--- src/fq_alu_pkg.sv ---
// Shared constants, codes, stage record and helper functions of the Q24.8 ALU.
package fq_alu_pkg;

  localparam int W         = 32;                  // raw operand and result width
  localparam int FRAC      = 8;                   // fraction bits
  localparam int PROD_W    = 2 * W;
  localparam int REM_W     = W + 1;               // divisor is twice a magnitude
  localparam int DIV_STEPS = 4;                   // quotient bits per divider stage
  localparam int NUM_W     = ((W + FRAC + 2 + DIV_STEPS - 1) / DIV_STEPS) * DIV_STEPS;
  localparam int DIV_STAGES = NUM_W / DIV_STEPS;
  localparam int IN_W      = ((4 + 2 * W + 7) / 8) * 8;
  localparam int OUT_W     = ((W + 3 + 7) / 8) * 8;

  localparam logic [W-1:0] MAX_POS = {1'b0, {(W-1){1'b1}}};
  localparam logic [W-1:0] MAX_NEG = {1'b1, {(W-1){1'b0}}};

  typedef enum logic [3:0] {
    OP_ADD      = 4'd0,
    OP_SUB      = 4'd1,
    OP_MUL      = 4'd2,
    OP_DIV      = 4'd3,
    OP_LT       = 4'd4,
    OP_GT       = 4'd5,
    OP_LE       = 4'd6,
    OP_GE       = 4'd7,
    OP_EQ       = 4'd8,
    OP_NE       = 4'd9,
    OP_MIN      = 4'd10,
    OP_MAX      = 4'd11,
    OP_INC      = 4'd12,
    OP_DEC      = 4'd13,
    OP_TO_INT   = 4'd14,
    OP_FROM_INT = 4'd15
  } op_t;

  typedef enum logic [1:0] {
    ST_OK   = 2'd0,
    ST_OVF  = 2'd1,
    ST_DIVZ = 2'd2
  } status_t;

  // One pipeline slot: front-end results plus the running division.
  typedef struct packed {
    op_t                      op;
    logic signed [W-1:0]      a;
    logic signed [W-1:0]      b;
    logic [W-1:0]             res;
    logic                     cmp;
    status_t                  st;
    logic signed [PROD_W-1:0] prod;
    logic                     dneg;
    logic                     dzero;
    logic [NUM_W-1:0]         num;
    logic [REM_W-1:0]         den;
    logic [REM_W-1:0]         rem;
    logic [NUM_W-1:0]         q;
  } pipe_t;

  typedef struct packed {
    logic [W-1:0] res;
    logic         ovf;
  } sat_t;

  // Pack sign and magnitude into W bits, clamping on overflow.
  function automatic sat_t pack_sat(input logic neg, input logic [PROD_W-1:0] mag);
    sat_t r;
    r.ovf = 1'b0;
    if (neg) begin
      if (mag > PROD_W'(MAX_NEG)) begin
        r.ovf = 1'b1;
        r.res = MAX_NEG;
      end else begin
        r.res = ~mag[W-1:0] + W'(1);
      end
    end else begin
      if (mag > PROD_W'(MAX_POS)) begin
        r.ovf = 1'b1;
        r.res = MAX_POS;
      end else begin
        r.res = mag[W-1:0];
      end
    end
    return r;
  endfunction

  // Clamp a W+1 bit signed sum to W bits.
  function automatic sat_t sat_sum(input logic [W:0] s);
    sat_t r;
    r.ovf = (s[W] != s[W-1]);
    r.res = r.ovf ? (s[W] ? MAX_NEG : MAX_POS) : s[W-1:0];
    return r;
  endfunction

endpackage

--- src/fq_div_stage.sv ---
// One registered stage of the restoring divider, DIV_STEPS quotient bits per stage.
module fq_div_stage import fq_alu_pkg::*; (
  input  logic  clk,
  input  logic  rst,
  input  logic  in_valid,
  output logic  in_ready,
  input  pipe_t in_data,
  output logic  out_valid,
  input  logic  out_ready,
  output pipe_t out_data
);

  pipe_t step;

  always_comb begin
    logic [REM_W:0] t;
    step = in_data;
    for (int i = 0; i < DIV_STEPS; i++) begin
      t = {step.rem, step.num[NUM_W-1]};
      step.num = {step.num[NUM_W-2:0], 1'b0};
      if (t >= {1'b0, step.den}) begin
        step.rem = REM_W'(t - {1'b0, step.den});
        step.q   = {step.q[NUM_W-2:0], 1'b1};
      end else begin
        step.rem = t[REM_W-1:0];
        step.q   = {step.q[NUM_W-2:0], 1'b0};
      end
    end
  end

  assign in_ready = !out_valid || out_ready;

  always_ff @(posedge clk) begin
    if (rst) begin
      out_valid <= 1'b0;
    end else if (in_ready) begin
      out_valid <= in_valid;
    end
  end

  always_ff @(posedge clk) begin
    if (in_ready && in_valid) begin
      out_data <= step;
    end
  end

endmodule

--- config.mk ---
export PLATFORM = sky130hd
export DESIGN_NAME = fq_div_stage
export DESIGN_NICKNAME = d
export VERILOG_FILES = /design/src/fq_alu_pkg.sv /design/src/fq_div_stage.sv
export SDC_FILE = /design/constraint.sdc
export NUM_CORES = 1
export LEC_CHECK = 0
export BUFFER_PORTS_ARGS = -buffer_cell sky130_fd_sc_hd__buf_4
export CAP_MARGIN = 20
export CORE_AREA = 2 2 252 254
export CTS_BUF_LIST = sky130_fd_sc_hd__clkbuf_8 sky130_fd_sc_hd__clkbuf_16
export CTS_CLUSTER_DIAMETER = 40
export DETAILED_ROUTE_END_ITERATION = 8
export DIE_AREA = 0 0 254 256
export GPL_ROUTABILITY_DRIVEN = 0
export PLACE_DENSITY = 0.51
export SYNTH_ARGS = -nofsm -noshare
export SYNTH_HDL_FRONTEND = slang
export SYNTH_SLANG_ARGS = --single-unit
--- constraint.sdc ---
create_clock -name clk -period 18.51 [get_ports clk]
set_clock_uncertainty 0.1 [all_clocks]
set_input_delay 3.702 -clock clk [delete_from_list [all_inputs] [get_ports clk]]
set_output_delay 3.702 -clock clk [all_outputs]
set_load 0.05 [all_outputs]
; Yosys cells after proc, flatten, opt, wreduce, memory -nomap -nowiden
; Index checks and enable logic that the tools add are counted.
[totals]
reg_bits = 320
input_bits = 327
out_inout_bits = 325
elab_cells = 29
[classes]
add_sub_neg = 4
magnitude_cmp = 4
mux = 4
n_reduce_logical = 3
[ops]
columns = op, n
row1 = 77-bit two-way mux, 4
row2 = 34-bit by 33-bit >= comparator with 1-bit output, 4
row3 = 33-bit subtractor, 4
row4 = 1-bit logical AND, 1
row5 = 1-bit logical NOT, 1
row6 = 1-bit logical OR, 1

; Longest topological paths before layout
; Gate-level depths: netlist (run 1).
[logic_depth]
ltp_word = 8
mapped_depth = 53
depth_no_buf = 46

; Worst setup path before layout (run 1)
; OpenSTA, ideal clock, no wires.
[synth_timing]
path_type = input port to flip-flop
from = in in_data[153] (netlist name)
to = reg out_data[48] (netlist name), data pin
setup_ps = 260
arrival_ps = 14970
t_required_ps = 18150
slack_ps = 3180
path_stages = 52
path_buffers = 7
cell_sequence = inv_1 -> ha_1 -> inv_1 -> fa_1 -> a21o_1 -> a221oi_4 -> o211ai_2 -> and3_1 -> nor3_4 -> clkbuf_1 -> clkbuf_1 -> nand2_1 -> o21ai_0 -> ha_1 -> a21o_1 -> nor2_1 -> a21oi_1 -> o31ai_1 -> [... 16 more ...] -> and2_4 -> buf_6 -> inv_2 -> buf_2 -> mux2_2 -> ha_1 -> a21o_1 -> a21o_1 -> a211oi_1 -> o21bai_1 -> a21o_1 -> a221o_1 -> a21o_1 -> a221o_1 -> o21a_1 -> a2111oi_4 -> buf_6 -> mux2_4
[synth_lines]
columns = element, line_no
row1 = start: declaration, fq_div_stage.sv:7  ; input pipe_t in_data,
row2 = end signal: assignment, fq_div_stage.sv:43  ; out_data <= step;
row3 = end: declaration, fq_div_stage.sv:10  ; output pipe_t out_data

==> flow_summary.json, run 1 <==
{
  "status": "complete, no violations",
  "fin_util_pct": 42.6,
  "final_nets": 2654,
  "ys_ff_latch": 320,
  "cp-startpoint": "in_data[153]",
  "critPathMostFrequentCell": "a21o_1",
  "cts_made_buffers": 70,
  "max-vdd-ir-drop_v": 0.000101,
  "start_util_pct": 29.1,
  "maxCapViolCount": 0,
  "rsz0062_at_grt": "no",
  "wl_per_cell_um": 26.5,
  "die_area_um2": 65000,
  "wirelength_um": 82300,
  "worstSetupEndpointType": "flop",
  "holdCritPathClass": "reg -> reg",
  "cts_tree": "built",
  "synth_ff_type": "edfxtp_1",
  "critical_path_class": "in -> reg",
  "yosysTopAreaCellShare_pct": 52.8,
  "fillerInstances": 5957,
  "first_pass_iters": 8,
  "placed_cell_area_um2": 24000,
  "synthArstFlopShare_pct": 0,
  "cp-start-kind": "primary input",
  "clk_pin_slew_ns": 0.05,
  "yosysUniqueCellTypes": 81,
  "synthToLayoutAreaGrowth_pct": 46.6,
  "drcViolationCount": 0,
  "post_cts_resized": 0,
  "netlist_instances": 1487,
  "die_w_um": 254,
  "p_per_area_nw_per_um2": 191,
  "hold_violations": 0,
  "finalPower_mw": 5.08,
  "grt_pass1_vias": 15200,
  "overflow": 0,
  "tightest_slew_ns": 0.879,
  "r2r_slack_ns": 15.08,
  "crit_fanout": 34,
  "stdcell_area_um2": 26600,
  "syn-cell-area_um2": 18100,
  "setup_tns_ns": 0,
  "ant_nets": 0,
  "grt_pass1_wl_um": 112000,
  "cts_buffer_depth": 3,
  "reg2regPathDepth": 4,
  "max_stage_delay_ns": 0.70,
  "timing.slew.headroom_pct": 41.4,
  "drv_slew": 0,
  "p_leak_nw": 11.4,
  "numPortBuffers": 643,
  "antenna_found_initial": 32,
  "synth_common_cells": "edfxtp_1, ha_1, a21oi_1",
  "io_pins": 652,
  "grt_max_degree": 145,
  "crit_arrival_ns": 16.44,
  "drive_gt1_share_pct": 39.2,
  "seq_area_frac_synth_pct": 52.9,
  "dpl.hpwl_um": 67300,
  "grtUsageTotal_pct": 24.5,
  "cts_hold_buf": 0,
  "period_share_pct": 87.6,
  "avgViaCountPerCell": 4.98,
  "cp-endpoint": "out_data[47]",
  "required_ns": 18.73,
  "synth_area_per_cell_um2": 12.2,
  "ys_warn_count": 0,
  "cts-htree-levels": 3,
  "root_buffer": "clkbuf_16",
  "insertion_delay_ns": 0.61,
  "rr_endpoint": "out_data[143]",
  "vias": 15400,
  "drtIter0Drc": 1019,
  "reg2reg_from": "out_valid",
  "yosysMostFrequentCell": "edfxtp_1",
  "clock_sink_count": 320,
  "timing.fmax_mhz": 61.6,
  "min_period_ns": 16.22,
  "setup_viol_count_final": 0,
  "crit_slowest_cell": "nor3_4",
  "cts_setup_buffers": 0,
  "core_um2": 62400,
  "synth-edff-count": 319,
  "rows": 92,
  "dieHeight_um": 256,
  "yosys-top-cells-area": "edfxtp_1, ha_1, mux2_2",
  "synth_largest_area_cell": "edfxtp_1"
}
layout make-up:
class / count / area, µm² / area share [%]
multi-input cells: 1066 / 8100 / 30.5
clock buffers: 70 / 1750 / 6.59
repair buffers: 654 / 4930 / 18.6
well taps: 846 / 1060 / 3.98
flip-flops and latches: 320 / 9600 / 36.1
diodes: 8 / 20.0 / 0.0753
clock inverters: 58 / 826 / 3.11
inverters: 79 / 297 / 1.12
layout by cell type (no fill, tap or decap), drive strengths merged, types with 18 or more instances in the layout:
master | netlist | layout
clkinv | 1 | 24
o21bai | 21 | 21
mux2 | 80 | 80
a21oi | 110 | 110
a21o | 52 | 52
xor2 | 33 | 33
nand3 | 32 | 32
ha | 132 | 132
xnor2 | 66 | 66
clkbuf | 10 | 70
o21a | 23 | 23
nor2 | 65 | 65
inv | 78 | 89
edfxtp | 319 | 319
nor3 | 20 | 20
nand2 | 94 | 94
o21ai | 89 | 89
nand4 | 20 | 20
and2 | 18 | 18
buf | 15 | 654
routing by layer:
metal | up-vias | global-route usage (%) | part of all wire (%)
li1 | 7144 | - | -
met1 | 7550 | 28.9 | 40
met2 | 568 | 41.2 | 48
met3 | 138 | 8.97 | 8.7
met4 | 44 | 7.65 | 2.9
met5 | - | 0 | 0.31
critical path, delay by kind of cell:
| family | cells | cell delay (ns) |
|---|---|---|
| buffers and inverters | 7 | 1.88 |
| adders and majority gates | 5 | 1.69 |
| and+or+nand+nor | 9 | 2.65 |
| muxes | 3 | 1.29 |
| AOI/OAI and AO/OA | 22 | 5.17 |
flip-flops by register name, summed over array words and instances (netlist names):
signal,cells
out_data,319
out_valid,1
power by group:
part | switching (mW) | total, mW | internal [mW] | leakage, nW
registers | 0.0331 | 0.998 | 0.965 | 3.09
clock network | 0.446 | 1.38 | 0.935 | 1.25
logic | 1.51 | 2.70 | 1.20 | 7.07
total | 1.99 | 5.08 | 3.10 | 11.4
worst min path at each step:
| stage | endpoint | depth (start not counted) | slack (ns) | start |
|---|---|---|---|---|
| after floorplan | out_valid | 2 | 1.01 | out_valid |
| after global placement | out_valid | 2 | 0.54 | out_valid |
| after detailed placement | out_valid | 2 | 0.53 | out_valid |
| after CTS | out_valid | 2 | 0.53 | out_valid |
| after global routing | out_valid | 2 | 0.58 | out_valid |
| final | out_valid | 2 | 0.55 | out_valid |
through the flow:
stage / cells / hold slack (ns) / setup WS, ns
3_3_place_gp: 2965 / 0.535 / 1.72
5_1_grt: 3094 / 0.578 / 1.53
6_report: 3101 / 0.553 / 2.29
2_1_floorplan: 1490 / 1.01 / 3.18
4_1_cts: 3093 / 0.534 / 2.31
3_5_place_dp: 2965 / 0.526 / 1.68
logic make-up (layout without fill, tap and decap cells):
kind of cell    after synthesis  count (layout)  share of synthesized area (%)
compound gates              416             416                           15.3
mux                          89              89                           6.09
simple gates                322             322                           8.80
xor+xnor                     99              99                           4.78
buf+inv                     104             861                           2.47
flops                       320             320                           52.9
other cells                   1              12                         0.0207
fa+ha+maj                   136             136                           9.55
(Power assumes the default switching activity.)
==> run 2: changes to the inputs <==
--- a/config.mk
+++ b/config.mk
@@ -6,14 +6,14 @@
 export NUM_CORES = 1
 export LEC_CHECK = 0
 export BUFFER_PORTS_ARGS = -buffer_cell sky130_fd_sc_hd__buf_4
-export CAP_MARGIN = 20
-export CORE_AREA = 2 2 252 254
+export CAP_MARGIN = 0
+export CORE_AREA = 2 2 257 259
 export CTS_BUF_LIST = sky130_fd_sc_hd__clkbuf_8 sky130_fd_sc_hd__clkbuf_16
 export CTS_CLUSTER_DIAMETER = 40
 export DETAILED_ROUTE_END_ITERATION = 8
-export DIE_AREA = 0 0 254 256
+export DIE_AREA = 0 0 259 261
 export GPL_ROUTABILITY_DRIVEN = 0
-export PLACE_DENSITY = 0.51
+export PLACE_DENSITY = 0.49
 export SYNTH_ARGS = -nofsm -noshare
 export SYNTH_HDL_FRONTEND = slang
 export SYNTH_SLANG_ARGS = --single-unit
==> run 2 against run 1 <==
Critical path depth unchanged; clock power up 3%; utilization down 1.5 points; flip-flop and latch count unchanged; register-to-register slack worse by 0.81 ns; final area up 0.52%; worst setup slack worse by 0.18 ns; routed wire length up 0.32%; largest power group unchanged.
==> flow_summary.json, run 2 (synthesized netlist as in run 1, its figures left out) <==
{
  "grtUsageTotal_pct": 23.5,
  "layout_commonest_cell": "buf_4",
  "die_w_um": 259,
  "insertion_delay_ns": 0.60,
  "r2r_slack_ns": 14.27,
  "min_period_ns": 16.40,
  "stdcell_area_um2": 26700,
  "p_per_area_nw_per_um2": 190,
  "drive_gt1_share_pct": 39.6,
  "cts_hold_buf": 0,
  "cts_setup_buffers": 0,
  "fillerInstances": 6211,
  "setup_ws_ns": 2.11,
  "grt_pass1_vias": 15300,
  "crit_arrival_ns": 16.64,
  "io_pins": 652,
  "p_clk_share_pct": 27.9,
  "dieHeight_um": 261,
  "wirelength_um": 82500,
  "cp-start-kind": "primary input",
  "avgViaCountPerCell": 4.94,
  "hold_violations": 0,
  "setup_viol_count_final": 0,
  "antenna_found_initial": 17,
  "p_leak_nw": 11.5,
  "layout.area.seq_um2": 9600,
  "internal_power_mw": 3.11,
  "reg.largest.list": "out_data (319), out_valid (1)",
  "maxCapViolCount": 0,
  "required_ns": 18.75,
  "crit_fanout": 31,
  "numPortBuffers": 643,
  "max-vdd-ir-drop_v": 0.0000868,
  "drv_slew": 0,
  "cts-htree-levels": 3,
  "post_cts_resized": 0,
  "drtIter0Drc": 1187,
  "grt_max_degree": 79,
  "grt_pass1_wl_um": 112000,
  "first_pass_iters": 7,
  "worstSetupEndpointType": "flop",
  "clock_sink_count": 320,
  "ant_nets": 0,
  "finalPower_mw": 5.09,
  "cts_tree": "built",
  "final_nets": 2657,
  "drcViolationCount": 0,
  "root_buffer": "clkbuf_16",
  "cts_made_buffers": 73,
  "core_um2": 65000,
  "synthToLayoutAreaGrowth_pct": 47.4,
  "timing.slew.headroom_pct": 25.3,
  "critical_path_class": "in -> reg",
  "switching_share_pct": 38.9,
  "tightest_slew_ns": 1.11,
  "rsz0062_at_grt": "no",
  "crit_slowest_cell": "nor4_1",
  "period_share_pct": 88.6,
  "setup_tns_ns": 0,
  "largest_reg_flops": 319,
  "timing.fmax_mhz": 61.0,
  "pwr-share-comb_pct": 52.5,
  "dpl.hpwl_um": 68000,
  "dpl_worst_slack_ns": 1.59,
  "vias": 15400,
  "switching_power_mw": 1.98,
  "start_util_pct": 27.9,
  "p_seq_share_pct": 19.5,
  "placed_cell_area_um2": 24000,
  "max_stage_delay_ns": 0.56,
  "cts_buffer_depth": 3,
  "rows": 94,
  "clk_pin_slew_ns": 0.05,
  "layout_common_cells": "buf_4, edfxtp_1, ha_1",
  "multiInputGateArea_um2": 8100,
  "wl_per_cell_um": 26.4,
  "die_area_um2": 67600,
  "regMostFlops": "out_data",
  "overflow": 0,
  "status": "complete, no violations",
  "holdCritPathClass": "reg -> reg"
}
## run 2: changes by cell type in the layout (fill, tap and decap cells not counted), sizes merged
| cell | previous run | this run |
|---|---|---|
| inv | 89 | 93 |
| clkinv | 24 | 23 |
| diode | 8 | 4 |
| bufinv | 17 | 13 |
| clkbuf | 70 | 78 |
| clkinvlp | 7 | 8 |
## run 2: layer usage
layer,GRT usage [%],share of wire [%],routed length (µm)
met1,28.6,41,33500
met5,0,0.11,92
met2,39.6,49,40200
met3,6.65,7.6,6310
met4,8.19,3.0,2520
## run 2: critical path: cells and delay by family
family,cells,cell delay (ns)
buffers and inverters,8,1.73
AOI/OAI and AO/OA,19,5.10
muxes,4,1.62
adders and majority gates,5,1.74
and+or+nand+nor,10,2.61
## run 2: power by group through the flow
stage	Sequential [mW]	Clock, mW	Combinational [mW]
floorplan	1.28	0	1.75
global placement	1.01	0	2.64
detailed placement	1.00	0	2.66
CTS	0.994	1.45	2.68
global route	1.00	1.49	2.89
finish	0.993	1.42	2.67
## run 2: path summary, 6_finish.rpt
check | start | to | depth (start not counted)
hold / removal | out_valid | out_valid | 2
setup / recovery | in_data[153] | out_data[46] | 46
setup reg to reg | out_valid | out_data[5] | 5
hold reg to reg | out_valid | out_valid | 2
## run 2: cell type report
cell class | count | share of cell area (%)
well taps | 864 | 4.05
multi-input cells | 1066 | 30.3
clock buffers | 78 | 7.18
repair buffers | 654 | 18.4
inverters | 79 | 1.11
flip-flops and latches | 320 | 35.9
diodes | 4 | 0.0375
clock inverters | 58 | 2.98
## run 2: stage by stage
stage	instances	hold slack [ns]	utilization, %
floorplan	1490	1.01	-
global route	3119	0.584	41.1
detailed placement	2983	0.548	36.9
finish	3123	0.502	41.1
global placement	2983	0.530	36.9
CTS	3119	0.556	41.1
==> run 3: changes to the inputs <==
--- a/config.mk
+++ b/config.mk
@@ -13,7 +13,7 @@
 export DETAILED_ROUTE_END_ITERATION = 8
 export DIE_AREA = 0 0 259 261
 export GPL_ROUTABILITY_DRIVEN = 0
-export PLACE_DENSITY = 0.49
+export PLACE_DENSITY = 0.51
 export SYNTH_ARGS = -nofsm -noshare
 export SYNTH_HDL_FRONTEND = slang
 export SYNTH_SLANG_ARGS = --single-unit
==> run 3 against run 2 <==
Register-to-register slack improved by 1.0 ns; non-clock buffer count up 1; utilization shrank 0.44 points; via count is 0.41% lower; largest cell class unchanged; largest power group unchanged.
==> flow_summary.json, run 3 (synthesized netlist as in run 1, its figures left out) <==
{
  "period_share_pct": 87.9,
  "timing.slew.headroom_pct": 35.2,
  "clk_pin_slew_ns": 0.04,
  "grt_max_degree": 141,
  "reg.largest.list": "out_data (319), out_valid (1)",
  "drv_slew": 0,
  "die_area_um2": 67600,
  "overflow": 0,
  "setup_tns_ns": 0,
  "cts-htree-levels": 3,
  "vias": 15400,
  "crit_fanout": 31,
  "timing.fmax_mhz": 61.5,
  "largest_reg_flops": 319,
  "status": "complete, no violations",
  "cts_setup_buffers": 0,
  "wirelength_um": 83200,
  "antenna_found_initial": 26,
  "critical_path_class": "in -> reg",
  "max_stage_delay_ns": 0.69,
  "start_util_pct": 27.9,
  "rows": 94,
  "tightest_slew_ns": 0.972,
  "rr_endpoint": "out_data[270]",
  "crit_slowest_cell": "nor3_4",
  "root_buffer": "clkbuf_16",
  "holdWs_ns": 0.450,
  "layout_common_cells": "buf_4, edfxtp_1, ha_1",
  "fillerInstances": 6249,
  "holdCritPathClass": "reg -> reg",
  "insertion_delay_ns": 0.60,
  "r2r_slack_ns": 15.31,
  "setup_viol_count_final": 0,
  "cp-startpoint": "in_data[77]",
  "grt_pass1_vias": 15300,
  "min_period_ns": 16.27,
  "p_leak_nw": 11.4,
  "synthToLayoutAreaGrowth_pct": 45.8,
  "ant_nets": 0,
  "numPortBuffers": 643,
  "cp-start-kind": "primary input",
  "cts_hold_buf": 0,
  "cp-endpoint": "out_data[46]",
  "die_w_um": 259,
  "required_ns": 18.74,
  "rsz0062_at_grt": "no",
  "crit_arrival_ns": 16.50,
  "max-vdd-ir-drop_v": 0.000130,
  "regMostFlops": "out_data",
  "fin_cells": 3114,
  "hold_violations": 0,
  "dpl_worst_slack_ns": 1.65,
  "grtUsageTotal_pct": 23.6,
  "drive_gt1_share_pct": 39.3,
  "post_cts_resized": 0,
  "cts_tree": "built",
  "avgViaCountPerCell": 4.93,
  "final_nets": 2653,
  "cts_buffer_depth": 3,
  "cts_made_buffers": 68,
  "dpl.hpwl_um": 68700,
  "reg2regPathDepth": 4,
  "finalPower_mw": 4.94,
  "first_pass_iters": 5,
  "drcViolationCount": 0,
  "setup_ws_ns": 2.24,
  "core_um2": 65000,
  "clock_sink_count": 320,
  "grt_pass1_wl_um": 113000,
  "p_per_area_nw_per_um2": 187,
  "layout_commonest_cell": "buf_4",
  "reg2reg_from": "out_valid",
  "worstSetupEndpointType": "flop",
  "dp.cells": 2984,
  "wl_per_cell_um": 26.7,
  "maxCapViolCount": 0,
  "drtIter0Drc": 1007,
  "io_pins": 652,
  "dieHeight_um": 261
}
-- run 3: cell count changes in the layout (fill, tap and decap cells not counted), sizes merged --
cell / change
clkbuf: -7
clkinvlp: -6
bufinv: -4
diode: +4
clkinv: +6
inv: -3
buf: +1
-- run 3: area by class of cell --
type / count / area [µm²] / share of cell area [%]
well taps: 864 / 1080 / 4.09
inverters: 79 / 297 / 1.12
clock buffers: 71 / 1770 / 6.68
clock inverters: 51 / 634 / 2.40
repair buffers: 655 / 4940 / 18.7
diodes: 8 / 20.0 / 0.0757
flip-flops and latches: 320 / 9600 / 36.3
multi-input cells: 1066 / 8100 / 30.6
-- run 3: how the worst min path moves through the flow --
stage                   start         to  slack, ns  cells after the start
CTS                 out_valid  out_valid       0.45                      2
floorplan           out_valid  out_valid       1.01                      2
detailed placement  out_valid  out_valid       0.45                      2
global placement    out_valid  out_valid       0.42                      2
finish              out_valid  out_valid       0.45                      2
global route        out_valid  out_valid       0.47                      2
-- run 3: critical path: cells and delay by family --
family | cells | cell delay [ns]
buffers and inverters | 7 | 1.58
muxes | 4 | 1.54
AOI/OAI and AO/OA | 16 | 4.57
adders and majority gates | 5 | 1.70
and+or+nand+nor | 12 | 3.34
-- run 3: stage by stage --
stage               cell area [µm²]  utilization [%]
global route                  26400             40.6
detailed placement            24000             36.9
floorplan                     18100                -
finish                        26400             40.7
global placement              24000             36.9
CTS                           26400             40.6
-- run 3: layer usage --
metal,part of all wire (%),global-route usage [%],up-vias
met5,0.23,0,-
met4,2.3,6.52,28
met3,7.9,7.08,124
met2,50,41.2,565
met1,40,28.2,7508
li1,-,-,7136
-- run 3: power by group --
group          switching [mW]  total, mW  internal (mW)  leakage [nW]
sequential             0.0283      0.993          0.964          3.09
combinational            1.48       2.67           1.19          7.08
clock                   0.447       1.28          0.831          1.19
total                    1.95       4.94           2.99          11.4
